$ cat config.mk
export PLATFORM = sky130hd
export DESIGN_NAME = border_side_polygon
export DESIGN_NICKNAME = d
export VERILOG_FILES = /design/src/rtl/bsp_pkg.sv /design/src/rtl/border_side_polygon.sv /design/src/rtl/bsp_front.sv /design/src/rtl/bsp_queue.sv /design/src/rtl/bsp_back.sv
export SDC_FILE = /design/constraint.sdc
export NUM_CORES = 2
export LEC_CHECK = 0
export BUFFER_PORTS_ARGS = -buffer_cell sky130_fd_sc_hd__buf_2
export CAP_MARGIN = 20
export CORE_ASPECT_RATIO = 0.75
export CORE_MARGIN = 5
export CORE_UTILIZATION = 68
export CTS_CLUSTER_DIAMETER = 50
export DETAILED_ROUTE_END_ITERATION = 10
export PLACE_DENSITY_LB_ADDON = 0.12
export SLEW_MARGIN = 5
export SYNTH_ARGS = -nofsm -noshare
export SYNTH_HDL_FRONTEND = slang
export SYNTH_SLANG_ARGS = --single-unit
$ cat constraint.sdc
create_clock -name clk -period 23.9 [get_ports clk]
set_input_delay 4.78 -clock clk [delete_from_list [all_inputs] [get_ports clk]]
set_output_delay 4.78 -clock clk [all_outputs]
set_load 0.02 [all_outputs]
$ cat src/rtl/bsp_pkg.sv
package bsp_pkg;

  localparam int CW          = 33;
  localparam int IN_TDATA_W  = 256;
  localparam int IN_TUSER_W  = 6;
  localparam int OUT_TDATA_W = 72;
  localparam int OUT_TUSER_W = 5;
  localparam int CFG_AW      = 3;
  localparam int CFG_DW      = 32;
  localparam int PS_W        = 16;
  localparam int THR_W       = PS_W + 1;
  localparam int FW          = 16;

  localparam logic [PS_W-1:0] PIXEL_SIZE_RST = 16'd15;
  localparam logic            REG_PIXEL_SIZE = 1'b0;

  localparam logic [FW-1:0] F_HALF  = 16'd32768;
  localparam logic [FW-1:0] F_THIRD = 16'd21845;

  localparam logic [1:0] SIDE_TOP    = 2'd0;
  localparam logic [1:0] SIDE_RIGHT  = 2'd1;
  localparam logic [1:0] SIDE_BOTTOM = 2'd2;
  localparam logic [1:0] SIDE_LEFT   = 2'd3;

  localparam logic [1:0] SHADE_BASE  = 2'd0;
  localparam logic [1:0] SHADE_LIGHT = 2'd1;
  localparam logic [1:0] SHADE_DARK  = 2'd2;

  typedef enum logic [3:0] {
    STY_NONE   = 4'd0,
    STY_HIDDEN = 4'd1,
    STY_DOTTED = 4'd2,
    STY_DASHED = 4'd3,
    STY_SOLID  = 4'd4,
    STY_DOUBLE = 4'd5,
    STY_GROOVE = 4'd6,
    STY_RIDGE  = 4'd7,
    STY_INSET  = 4'd8,
    STY_OUTSET = 4'd9
  } style_t;

  typedef enum logic [1:0] {
    PART_FULL = 2'd0,
    PART_IN   = 2'd1,
    PART_OUT  = 2'd2
  } part_t;

  // vertex coordinate source: outer edge, inner edge, or blend of the two
  typedef enum logic [1:0] {
    SRC_O = 2'd0,
    SRC_I = 2'd1,
    SRC_B = 2'd2
  } src_t;

  typedef logic signed [CW-1:0] coord_t;

  typedef struct packed {
    logic [1:0] side;
    logic       split;
    logic       thick;
    logic       third;
    logic [1:0] shade0;
    logic [1:0] shade1;
    coord_t     ox;
    coord_t     oy;
    coord_t     oxm;
    coord_t     oym;
    coord_t     ix;
    coord_t     iy;
    coord_t     ixm;
    coord_t     iym;
  } item_t;

  typedef struct packed {
    logic x_hi;
    src_t x_src;
    logic y_hi;
    src_t y_src;
  } vspec_t;

  function automatic logic [1:0] bevel(logic [1:0] side, logic flip);
    logic dark;
    dark = (side == SIDE_RIGHT || side == SIDE_BOTTOM) ^ flip;
    return dark ? SHADE_DARK : SHADE_LIGHT;
  endfunction

  function automatic vspec_t mk(logic xh, src_t xs, logic yh, src_t ys);
    vspec_t v;
    v.x_hi  = xh;
    v.x_src = xs;
    v.y_hi  = yh;
    v.y_src = ys;
    return v;
  endfunction

  // x_hi selects x+width, y_hi selects y+height
  function automatic vspec_t vtx_spec(logic [1:0] side, part_t part, logic [1:0] idx,
                                      logic thick);
    vspec_t     v;
    logic [1:0] k;
    k = idx;
    v = mk(1'b0, SRC_O, 1'b0, SRC_O);
    if (part == PART_FULL && !thick) begin
      case (side)
        SIDE_LEFT:  k = {idx[0], idx[0]};
        SIDE_RIGHT: k = {1'b1, idx[0]};
        default:    k = idx;
      endcase
    end
    case (side)
      SIDE_TOP: begin
        case (part)
          PART_FULL: begin
            case (k)
              2'd0:    v = mk(1'b0, SRC_O, 1'b0, SRC_O);
              2'd1:    v = mk(1'b1, SRC_O, 1'b0, SRC_O);
              2'd2:    v = mk(1'b1, SRC_I, 1'b0, SRC_I);
              default: v = mk(1'b0, SRC_I, 1'b0, SRC_I);
            endcase
          end
          PART_IN: begin
            case (k)
              2'd0:    v = mk(1'b0, SRC_B, 1'b0, SRC_B);
              2'd1:    v = mk(1'b1, SRC_B, 1'b0, SRC_B);
              2'd2:    v = mk(1'b1, SRC_I, 1'b0, SRC_I);
              default: v = mk(1'b0, SRC_I, 1'b0, SRC_I);
            endcase
          end
          default: begin
            case (k)
              2'd0:    v = mk(1'b0, SRC_O, 1'b0, SRC_O);
              2'd1:    v = mk(1'b1, SRC_O, 1'b0, SRC_O);
              2'd2:    v = mk(1'b1, SRC_B, 1'b0, SRC_B);
              default: v = mk(1'b0, SRC_B, 1'b0, SRC_B);
            endcase
          end
        endcase
      end
      SIDE_LEFT: begin
        case (part)
          PART_FULL: begin
            case (k)
              2'd0:    v = mk(1'b0, SRC_O, 1'b0, SRC_O);
              2'd1:    v = mk(1'b0, SRC_I, 1'b0, SRC_I);
              2'd2:    v = mk(1'b0, SRC_I, 1'b1, SRC_I);
              default: v = mk(1'b0, SRC_O, 1'b1, SRC_O);
            endcase
          end
          PART_IN: begin
            case (k)
              2'd0:    v = mk(1'b0, SRC_B, 1'b0, SRC_B);
              2'd1:    v = mk(1'b0, SRC_I, 1'b0, SRC_I);
              2'd2:    v = mk(1'b0, SRC_I, 1'b1, SRC_I);
              default: v = mk(1'b0, SRC_B, 1'b1, SRC_B);
            endcase
          end
          default: begin
            case (k)
              2'd0:    v = mk(1'b0, SRC_O, 1'b0, SRC_O);
              2'd1:    v = mk(1'b0, SRC_B, 1'b0, SRC_B);
              2'd2:    v = mk(1'b0, SRC_B, 1'b1, SRC_B);
              default: v = mk(1'b0, SRC_O, 1'b1, SRC_O);
            endcase
          end
        endcase
      end
      SIDE_BOTTOM: begin
        case (part)
          PART_FULL: begin
            case (k)
              2'd0:    v = mk(1'b0, SRC_O, 1'b1, SRC_O);
              2'd1:    v = mk(1'b0, SRC_I, 1'b1, SRC_I);
              2'd2:    v = mk(1'b1, SRC_I, 1'b1, SRC_I);
              default: v = mk(1'b1, SRC_O, 1'b1, SRC_O);
            endcase
          end
          PART_IN: begin
            case (k)
              2'd0:    v = mk(1'b0, SRC_B, 1'b1, SRC_B);
              2'd1:    v = mk(1'b0, SRC_I, 1'b1, SRC_I);
              2'd2:    v = mk(1'b1, SRC_I, 1'b1, SRC_I);
              default: v = mk(1'b1, SRC_B, 1'b1, SRC_B);
            endcase
          end
          default: begin
            case (k)
              2'd0:    v = mk(1'b0, SRC_O, 1'b1, SRC_O);
              2'd1:    v = mk(1'b0, SRC_B, 1'b1, SRC_B);
              2'd2:    v = mk(1'b1, SRC_B, 1'b1, SRC_B);
              default: v = mk(1'b1, SRC_O, 1'b1, SRC_O);
            endcase
          end
        endcase
        // thin bottom line runs along the inner bottom edge
        if (part == PART_FULL && !thick) begin
          v = mk(idx[0], SRC_O, 1'b1, SRC_I);
        end
      end
      default: begin
        case (part)
          PART_FULL: begin
            case (k)
              2'd0:    v = mk(1'b1, SRC_O, 1'b1, SRC_O);
              2'd1:    v = mk(1'b1, SRC_O, 1'b0, SRC_O);
              2'd2:    v = mk(1'b1, SRC_I, 1'b0, SRC_I);
              default: v = mk(1'b1, SRC_I, 1'b1, SRC_I);
            endcase
          end
          PART_IN: begin
            case (k)
              2'd0:    v = mk(1'b1, SRC_I, 1'b0, SRC_I);
              2'd1:    v = mk(1'b1, SRC_B, 1'b0, SRC_B);
              2'd2:    v = mk(1'b1, SRC_B, 1'b1, SRC_B);
              default: v = mk(1'b1, SRC_I, 1'b1, SRC_I);
            endcase
          end
          default: begin
            case (k)
              2'd0:    v = mk(1'b1, SRC_B, 1'b0, SRC_B);
              2'd1:    v = mk(1'b1, SRC_O, 1'b0, SRC_O);
              2'd2:    v = mk(1'b1, SRC_O, 1'b1, SRC_O);
              default: v = mk(1'b1, SRC_B, 1'b1, SRC_B);
            endcase
          end
        endcase
      end
    endcase
    return v;
  endfunction

endpackage

$ cat src/rtl/border_side_polygon.sv
// Request path: front register, queue, back-end stages b, c and d, output register.
// The back end gives one vertex per cycle while a request is queued and the output is
// not stalled: 8 vertices for groove, ridge and double, 4 for a full side, 2 for a
// thin line. Requests that draw nothing are dropped; a 2-entry queue decouples stalls.
// Reset (synchronous, rst_n low) empties all stages and sets pixel_size to 15.
module border_side_polygon import bsp_pkg::*; (
  input  logic                   clk,
  input  logic                   rst_n,
  input  logic                   in_tvalid,
  output logic                   in_tready,
  // outer_x, outer_y, outer_width, outer_height,
  // inner_x, inner_y, inner_width, inner_height, zero pad
  input  logic [IN_TDATA_W-1:0]  in_tdata,
  // side, style
  input  logic [IN_TUSER_W-1:0]  in_tuser,
  output logic                   out_tvalid,
  input  logic                   out_tready,
  // vertex_x, vertex_y, zero pad
  output logic [OUT_TDATA_W-1:0] out_tdata,
  // polygon_index, shade, draw_as_line, polygon_end
  output logic [OUT_TUSER_W-1:0] out_tuser,
  output logic                   out_tlast,
  input  logic                   cfg_psel,
  input  logic                   cfg_penable,
  input  logic                   cfg_pwrite,
  input  logic [CFG_AW-1:0]      cfg_paddr,
  input  logic [CFG_DW-1:0]      cfg_pwdata,
  output logic [CFG_DW-1:0]      cfg_prdata,
  output logic                   cfg_pready
);

  logic [PS_W-1:0]  pixel_size_r;
  logic [THR_W-1:0] thr;
  logic             q_push, q_ready, q_pop, q_valid;
  item_t            q_wdata, q_rdata;

  assign cfg_pready = 1'b1;
  assign cfg_prdata = (cfg_paddr[2] == REG_PIXEL_SIZE) ?
                      {{(CFG_DW-PS_W){1'b0}}, pixel_size_r} : '0;

  always_ff @(posedge clk) begin
    if (!rst_n) begin
      pixel_size_r <= PIXEL_SIZE_RST;
    end else if (cfg_psel && cfg_penable && cfg_pwrite && cfg_pready &&
                 cfg_paddr[2] == REG_PIXEL_SIZE) begin
      pixel_size_r <= cfg_pwdata[PS_W-1:0];
    end
  end

  // thin-line threshold: 1.25 pixels
  assign thr = {1'b0, pixel_size_r} + {3'b000, pixel_size_r[PS_W-1:2]};

  bsp_front u_front (
    .clk       (clk),
    .rst_n     (rst_n),
    .in_tvalid (in_tvalid),
    .in_tready (in_tready),
    .in_tdata  (in_tdata),
    .in_tuser  (in_tuser),
    .thr       (thr),
    .q_ready   (q_ready),
    .q_push    (q_push),
    .q_wdata   (q_wdata)
  );

  bsp_queue u_queue (
    .clk   (clk),
    .rst_n (rst_n),
    .push  (q_push),
    .wdata (q_wdata),
    .ready (q_ready),
    .pop   (q_pop),
    .valid (q_valid),
    .rdata (q_rdata)
  );

  bsp_back u_back (
    .clk        (clk),
    .rst_n      (rst_n),
    .q_valid    (q_valid),
    .q_data     (q_rdata),
    .q_pop      (q_pop),
    .out_tvalid (out_tvalid),
    .out_tready (out_tready),
    .out_tdata  (out_tdata),
    .out_tuser  (out_tuser),
    .out_tlast  (out_tlast)
  );

endmodule

$ cat src/rtl/bsp_front.sv
module bsp_front import bsp_pkg::*; (
  input  logic                  clk,
  input  logic                  rst_n,
  input  logic                  in_tvalid,
  output logic                  in_tready,
  // outer_x, outer_y, outer_width, outer_height,
  // inner_x, inner_y, inner_width, inner_height, zero pad
  input  logic [IN_TDATA_W-1:0] in_tdata,
  // side, style
  input  logic [IN_TUSER_W-1:0] in_tuser,
  input  logic [THR_W-1:0]      thr,
  input  logic                  q_ready,
  output logic                  q_push,
  output item_t                 q_wdata
);

  logic       s1_valid_r;
  logic [1:0] side_r;
  style_t     style_r;
  coord_t     ox_r, oy_r, oxm_r, oym_r, ix_r, iy_r, ixm_r, iym_r;

  logic              draws;
  logic              consume;
  coord_t            tp, tm;
  logic signed [CW:0] diff;
  logic              thick;

  always_comb begin
    case (style_r)
      STY_SOLID, STY_DOUBLE, STY_GROOVE, STY_RIDGE, STY_INSET, STY_OUTSET: draws = 1'b1;
      default:                                                         draws = 1'b0;
    endcase
  end

  assign consume   = s1_valid_r && (q_ready || !draws);
  assign in_tready = !s1_valid_r || consume;
  assign q_push    = s1_valid_r && draws && q_ready;

  always_ff @(posedge clk) begin
    if (!rst_n) begin
      s1_valid_r <= 1'b0;
    end else if (in_tready) begin
      s1_valid_r <= in_tvalid;
    end
  end

  always_ff @(posedge clk) begin
    if (in_tready && in_tvalid) begin
      side_r  <= in_tuser[1:0];
      style_r <= style_t'(in_tuser[5:2]);
      ox_r    <= {in_tdata[31], in_tdata[31:0]};
      oy_r    <= {in_tdata[63], in_tdata[63:32]};
      oxm_r   <= {in_tdata[31], in_tdata[31:0]} + {2'b00, in_tdata[94:64]};
      oym_r   <= {in_tdata[63], in_tdata[63:32]} + {2'b00, in_tdata[125:95]};
      ix_r    <= {in_tdata[157], in_tdata[157:126]};
      iy_r    <= {in_tdata[189], in_tdata[189:158]};
      ixm_r   <= {in_tdata[157], in_tdata[157:126]} + {2'b00, in_tdata[220:190]};
      iym_r   <= {in_tdata[189], in_tdata[189:158]} + {2'b00, in_tdata[251:221]};
    end
  end

  // side thickness against the thin-line threshold
  always_comb begin
    case (side_r)
      SIDE_TOP: begin
        tp = iy_r;
        tm = oy_r;
      end
      SIDE_LEFT: begin
        tp = ix_r;
        tm = ox_r;
      end
      SIDE_BOTTOM: begin
        tp = oym_r;
        tm = iym_r;
      end
      default: begin
        tp = oxm_r;
        tm = ixm_r;
      end
    endcase
    diff  = {tp[CW-1], tp} - {tm[CW-1], tm};
    thick = diff >= $signed({{(CW+1-THR_W){1'b0}}, thr});
  end

  always_comb begin
    q_wdata.side   = side_r;
    q_wdata.split  = 1'b0;
    q_wdata.thick  = thick;
    q_wdata.third  = 1'b0;
    q_wdata.shade0 = SHADE_BASE;
    q_wdata.shade1 = SHADE_BASE;
    q_wdata.ox     = ox_r;
    q_wdata.oy     = oy_r;
    q_wdata.oxm    = oxm_r;
    q_wdata.oym    = oym_r;
    q_wdata.ix     = ix_r;
    q_wdata.iy     = iy_r;
    q_wdata.ixm    = ixm_r;
    q_wdata.iym    = iym_r;
    case (style_r)
      STY_INSET:  q_wdata.shade0 = bevel(side_r, 1'b0);
      STY_OUTSET: q_wdata.shade0 = bevel(side_r, 1'b1);
      STY_DOUBLE: begin
        q_wdata.split = 1'b1;
        q_wdata.third = 1'b1;
      end
      STY_GROOVE: begin
        q_wdata.split  = 1'b1;
        q_wdata.shade0 = bevel(side_r, 1'b0);
        q_wdata.shade1 = bevel(side_r, 1'b1);
      end
      STY_RIDGE: begin
        q_wdata.split  = 1'b1;
        q_wdata.shade0 = bevel(side_r, 1'b1);
        q_wdata.shade1 = bevel(side_r, 1'b0);
      end
      default: q_wdata.split = 1'b0;
    endcase
  end

endmodule

$ cat src/rtl/bsp_queue.sv
module bsp_queue import bsp_pkg::*; (
  input  logic  clk,
  input  logic  rst_n,
  input  logic  push,
  input  item_t wdata,
  output logic  ready,
  input  logic  pop,
  output logic  valid,
  output item_t rdata
);

  item_t      mem_r [2];
  logic       wp_r, rp_r;
  logic [1:0] count_r, count_nxt;

  assign ready = (count_r != 2'd2);
  assign valid = (count_r != 2'd0);
  assign rdata = mem_r[rp_r];

  always_comb begin
    count_nxt = count_r;
    if (push && !pop) begin
      count_nxt = count_r + 2'd1;
    end else if (pop && !push) begin
      count_nxt = count_r - 2'd1;
    end
  end

  always_ff @(posedge clk) begin
    if (!rst_n) begin
      wp_r    <= 1'b0;
      rp_r    <= 1'b0;
      count_r <= 2'd0;
    end else begin
      count_r <= count_nxt;
      if (push) begin
        wp_r <= !wp_r;
      end
      if (pop) begin
        rp_r <= !rp_r;
      end
    end
  end

  always_ff @(posedge clk) begin
    if (push) begin
      mem_r[wp_r] <= wdata;
    end
  end

  a_no_overflow: assert property (@(posedge clk) disable iff (!rst_n)
    push |-> (count_r != 2'd2) || pop)
    else $error("request queue overflow");

  a_no_underflow: assert property (@(posedge clk) disable iff (!rst_n)
    pop |-> count_r != 2'd0)
    else $error("request queue underflow");

endmodule

$ cat src/rtl/bsp_back.sv
module bsp_back import bsp_pkg::*; (
  input  logic                   clk,
  input  logic                   rst_n,
  input  logic                   q_valid,
  input  item_t                  q_data,
  output logic                   q_pop,
  output logic                   out_tvalid,
  input  logic                   out_tready,
  // vertex_x, vertex_y, zero pad
  output logic [OUT_TDATA_W-1:0] out_tdata,
  // polygon_index, shade, draw_as_line, polygon_end
  output logic [OUT_TUSER_W-1:0] out_tuser,
  output logic                   out_tlast
);

  typedef struct packed {
    logic       poly;
    logic [1:0] shade;
    logic       dal;
    logic       pend;
    logic       last;
  } meta_t;

  typedef struct packed {
    coord_t a;
    coord_t b;
  } pair_t;

  function automatic pair_t pick(src_t s, coord_t o, coord_t i, logic out_part);
    pair_t p;
    case (s)
      SRC_I: begin
        p.a = i;
        p.b = i;
      end
      SRC_B: begin
        p.a = out_part ? i : o;
        p.b = out_part ? o : i;
      end
      default: begin
        p.a = o;
        p.b = o;
      end
    endcase
    return p;
  endfunction

  logic [2:0] cnt_r, cnt_nxt;
  logic       en, issue;
  part_t      part;
  logic [1:0] idx;
  logic       two, last_v;
  vspec_t     spec;
  pair_t      px_ab, py_ab;
  meta_t      meta;

  logic                 vb_r, vc_r, vd_r, out_valid_r;
  coord_t               bx_b_r, by_b_r, bx_c_r, by_c_r;
  logic signed [CW:0]   dx_b_r, dy_b_r;
  logic [FW-1:0]        f_b_r;
  meta_t                meta_b_r, meta_c_r, meta_d_r, meta_o_r;
  logic signed [CW+FW+1:0] mx, my, px_c_r, py_c_r;
  logic signed [CW+1:0] rx, ry, rx_d_r, ry_d_r;
  logic                 fx, fy, fx_d_r, fy_d_r;
  logic signed [CW+1:0] sx, sy;
  coord_t               vx_r, vy_r;

  assign en    = !out_valid_r || out_tready;
  assign issue = en && q_valid;
  assign q_pop = issue && last_v;

  // sequencer: one vertex a cycle from the head request while the output is not stalled
  always_comb begin
    idx    = cnt_r[1:0];
    part   = !q_data.split ? PART_FULL : (cnt_r[2] ? PART_OUT : PART_IN);
    two    = !q_data.split && !q_data.thick;
    last_v = q_data.split ? (cnt_r == 3'd7) : (two ? (idx == 2'd1) : (idx == 2'd3));
    spec   = vtx_spec(q_data.side, part, idx, q_data.thick);
    px_ab  = pick(spec.x_src, spec.x_hi ? q_data.oxm : q_data.ox,
                  spec.x_hi ? q_data.ixm : q_data.ix, part == PART_OUT);
    py_ab  = pick(spec.y_src, spec.y_hi ? q_data.oym : q_data.oy,
                  spec.y_hi ? q_data.iym : q_data.iy, part == PART_OUT);
    meta.poly  = (part == PART_OUT);
    meta.shade = (part == PART_OUT) ? q_data.shade1 : q_data.shade0;
    meta.dal   = two;
    meta.pend  = two ? (idx == 2'd1) : (idx == 2'd3);
    meta.last  = last_v;
    cnt_nxt    = q_pop ? 3'd0 : cnt_r + 3'd1;
  end

  always_ff @(posedge clk) begin
    if (!rst_n) begin
      cnt_r       <= 3'd0;
      vb_r        <= 1'b0;
      vc_r        <= 1'b0;
      vd_r        <= 1'b0;
      out_valid_r <= 1'b0;
    end else if (en) begin
      if (issue) begin
        cnt_r <= cnt_nxt;
      end
      vb_r        <= issue;
      vc_r        <= vb_r;
      vd_r        <= vc_r;
      out_valid_r <= vd_r;
    end
  end

  // (a*F + b*(1-F)) = b + (a-b)*F, quotient truncated toward zero
  always_comb begin
    mx = dx_b_r * $signed({1'b0, f_b_r});
    my = dy_b_r * $signed({1'b0, f_b_r});
    rx = {{2{bx_c_r[CW-1]}}, bx_c_r} + px_c_r[CW+FW+1:FW];
    ry = {{2{by_c_r[CW-1]}}, by_c_r} + py_c_r[CW+FW+1:FW];
    fx = rx[CW+1] && (px_c_r[FW-1:0] != '0);
    fy = ry[CW+1] && (py_c_r[FW-1:0] != '0);
    sx = rx_d_r + {{(CW+1){1'b0}}, fx_d_r};
    sy = ry_d_r + {{(CW+1){1'b0}}, fy_d_r};
  end

  always_ff @(posedge clk) begin
    if (en) begin
      bx_b_r   <= px_ab.b;
      by_b_r   <= py_ab.b;
      dx_b_r   <= {px_ab.a[CW-1], px_ab.a} - {px_ab.b[CW-1], px_ab.b};
      dy_b_r   <= {py_ab.a[CW-1], py_ab.a} - {py_ab.b[CW-1], py_ab.b};
      f_b_r    <= q_data.third ? F_THIRD : F_HALF;
      meta_b_r <= meta;
      bx_c_r   <= bx_b_r;
      by_c_r   <= by_b_r;
      px_c_r   <= mx;
      py_c_r   <= my;
      meta_c_r <= meta_b_r;
      rx_d_r   <= rx;
      ry_d_r   <= ry;
      fx_d_r   <= fx;
      fy_d_r   <= fy;
      meta_d_r <= meta_c_r;
      vx_r     <= sx[CW-1:0];
      vy_r     <= sy[CW-1:0];
      meta_o_r <= meta_d_r;
    end
  end

  assign out_tvalid = out_valid_r;
  assign out_tdata  = {{(OUT_TDATA_W-2*CW){1'b0}}, vy_r, vx_r};
  assign out_tuser  = {meta_o_r.pend, meta_o_r.dal, meta_o_r.shade, meta_o_r.poly};
  assign out_tlast  = meta_o_r.last;

  a_full_count: assert property (@(posedge clk) disable iff (!rst_n)
    (q_valid && !q_data.split) |-> !cnt_r[2])
    else $error("single polygon request ran past four vertices");

  a_last_ends_poly: assert property (@(posedge clk) disable iff (!rst_n)
    (out_valid_r && meta_o_r.last) |-> meta_o_r.pend)
    else $error("last vertex does not close its polygon");

  a_line_first_poly: assert property (@(posedge clk) disable iff (!rst_n)
    (out_valid_r && meta_o_r.dal) |-> (!meta_o_r.poly && meta_o_r.shade != SHADE_DARK + 2'd1))
    else $error("line vertex on second polygon");

endmodule
==> flow_summary.toml <==
[yosys]
ys_async_sr_fraction_pct = 0
synth-seq-cells = 1295
synth_edf_count = 1266
syn_area_um2 = 86800
synth_ff_type = "edfxtp_1"
ys_types = 96
yosysWarnings = 0
ys_seq_area_share_pct = 44.5
postSynthCellCount = 7261
syn_avg_cell_area_um2 = 12.0

[clock_tree]
h-tree-depth = 4
postCtsHoldBufs = 0
cts_sinks = 1295
cts_resized = 0
cts_root_buf = "clkbuf_16"
cts_max_path_buffers = 3
numCtsBuffers = 134
post_cts_buffers = 0
path_clk_slew_ns = 0.06
clk_latency_ns = 0.79
cts_tree = "done"

[worst_setup_path]
path_cells = "buf_2, nor2b_1, buf_2"
cpMostUsedCell = "buf_2"
end_kind = "output pin"
slowest_stage = "buf_2"
critPathMaxFanout = 18
crit_family = "buffers and inverters"
startpoint = "cfg_paddr[2]"
crit_arrival_ns = 5.33
crit_path_max_incr_delay_ns = 0.20
critPathKind = "in2out"
cp_num_buf_inv = 2
start_kind = "primary input"
required_ns = 19.12

[layout]
layout.nets = 9223
fin_area_um2 = 94600
area_growth_pct = 9.03
drive_gt1_share_pct = 10.4
finalNonFillerCells = 9404

[placement]
place_area_um2 = 90300
gp_congestion = 0.982
hpwl_mm = 181
placed_cells = 9153
io_buffers = 371

[sta]
fin_crit_ns = 10.11
grt_setup_unrepaired = "false"
slew_headroom_pct = 24.9
min_period_over_period_pct = 42.3
tns_ns = 0
maxSlewViolCount = 0
setup_viol_count_final = 0
worst_pin_slew_ns = 1.13
skew_ns = 0.0425
hold_viol_final = 0
max_freq_mhz = 98.9

[die]
dieArea_um2 = 135000
start_util_pct = 68.5
core_um2 = 127000
die_x_um = 423
die_h_um = 319
rows = 113
ioPinCount = 417

[global_route]
grtUsageTotal_pct = 34.1
gr-total-overflow = 0
antenna_found_initial = 13
grt_pass1_wl_mm = 348
grt_pass1_vias = 58100
grt_max_degree = 166

[outcome]
status = "complete, no violations"

[flow_run]
max-cap-violations = 0

[hold_path]
min_path_type = "reg2reg"
min_from = "u_back.meta_b_r[1]"

[routing]
vias = 59100
drt_wl_total_mm = 231
drc = 0
viasPerCell = 6.29
drtIter0Drc = 7123
drtPass1Iterations = 11
wl_per_cell_um = 24.6
drtAntennaViolNets = 0
[layout by cell type (no fill, tap or decap), types with 133 or more instances in the layout]
cell | Yosys | layout
xor2_1 | 133 | 133
a21oi_1 | 381 | 379
mux4_2 | 134 | 134
clkbuf_16 | 0 | 137
inv_1 | 1025 | 1022
nor2_1 | 279 | 274
edfxtp_1 | 1266 | 1266
ha_1 | 839 | 836
nand2_1 | 356 | 355
o21ai_0 | 291 | 291
a22oi_1 | 201 | 201
xnor2_1 | 310 | 310
buf_2 | 9 | 371
a21o_1 | 171 | 171
fa_1 | 458 | 458
[kinds of logic after synthesis]
kind of cell,after synthesis,synth area share [%]
AOI/OAI and AO/OA,1583,12.1
xor gates and xnor gates,443,4.47
adders and majority gates,1298,22.7
buffers and inverters,1236,5.48
DFF,1295,44.5
muxes,154,3.72
other,2,0.00865
and+or+nand+nor,1250,7.05
[routing by layer]
| layer | part of all wire (%) | global-route usage, % |
|---|---|---|
| met3 | 11 | 8.51 |
| met5 | 0 | 0 |
| met1 | 41 | 48.7 |
| met2 | 42 | 49.5 |
| met4 | 5.7 | 16.4 |
[flip-flops by register name (all words and copies together), names as in the netlist, 32 cells and up, named ones only]
| register | count |
|---|---|
| u_front.ox_r | 32 |
| u_back.dx_b_r | 34 |
| u_front.iym_r | 33 |
| u_back.bx_b_r | 33 |
| u_front.oym_r | 33 |
| u_front.oy_r | 32 |
| u_back.py_c_r | 51 |
| u_back.rx_d_r | 33 |
| u_front.iy_r | 32 |
| u_queue.mem_r | 538 |
| u_back.vx_r | 33 |
| u_back.dy_b_r | 34 |
| u_back.by_b_r | 33 |
| u_back.by_c_r | 33 |
| u_front.ix_r | 32 |
| u_back.vy_r | 33 |
| u_back.ry_d_r | 33 |
| u_back.px_c_r | 51 |
| u_front.oxm_r | 33 |
| u_back.bx_c_r | 33 |
| u_front.ixm_r | 33 |
[stage by stage]
stage	hold WS, ns	utilization [%]	worst slack [ns]
3_5_place_dp	0.405	71.3	13.79
2_1_floorplan	0.400	-	7.09
4_1_cts	0.413	74.7	13.80
6_report	0.414	74.7	13.79
3_3_place_gp	0.401	71.3	13.84
5_1_grt	0.421	74.7	13.75
[layout make-up]
type | count | area, um2
Multi-Input combinational cell | 4751 | 43600
Timing Repair Buffer | 413 | 2200
Clock inverter | 77 | 722
Fill cell | 8333 | 32100
Sequential cell | 1295 | 38600
Tap cell | 1667 | 2090
Clock buffer | 165 | 3560
Inverter | 1027 | 3860
Antenna cell | 9 | 22.5
[cell usage after synthesis (68+ instances only)]
master	count	area share [%]
nand2b_1	69	0.50
nand3_1	108	0.62
and2_1	106	0.76
inv_1	1025	4.4
a21oi_1	381	2.2
mux4_2	134	3.5
a22oi_1	201	1.7
a21o_1	171	1.5
nor2_1	279	1.2
fa_1	458	11
nor2b_1	75	0.54
xor2_1	133	1.3
o21a_1	124	1.1
nand2_1	356	1.5
o21ai_0	291	1.7
xnor2_1	310	3.1
clkbuf_1	147	0.64
edfxtp_1	1266	44
nor3_1	68	0.39
ha_1	839	12
[worst paths after layout]
path                   endpoint  slack (ns)  cells past startpoint
max               cfg_prdata[4]       13.79                      3
min          u_back.meta_c_r[1]        0.41                      0
min reg2reg  u_back.meta_c_r[1]        0.41                      0
max reg2reg   u_back.dy_b_r[32]       14.96                     30
Power is not shown: default switching activity piles up to over one toggle a cycle in this logic, so the estimate is an artifact.
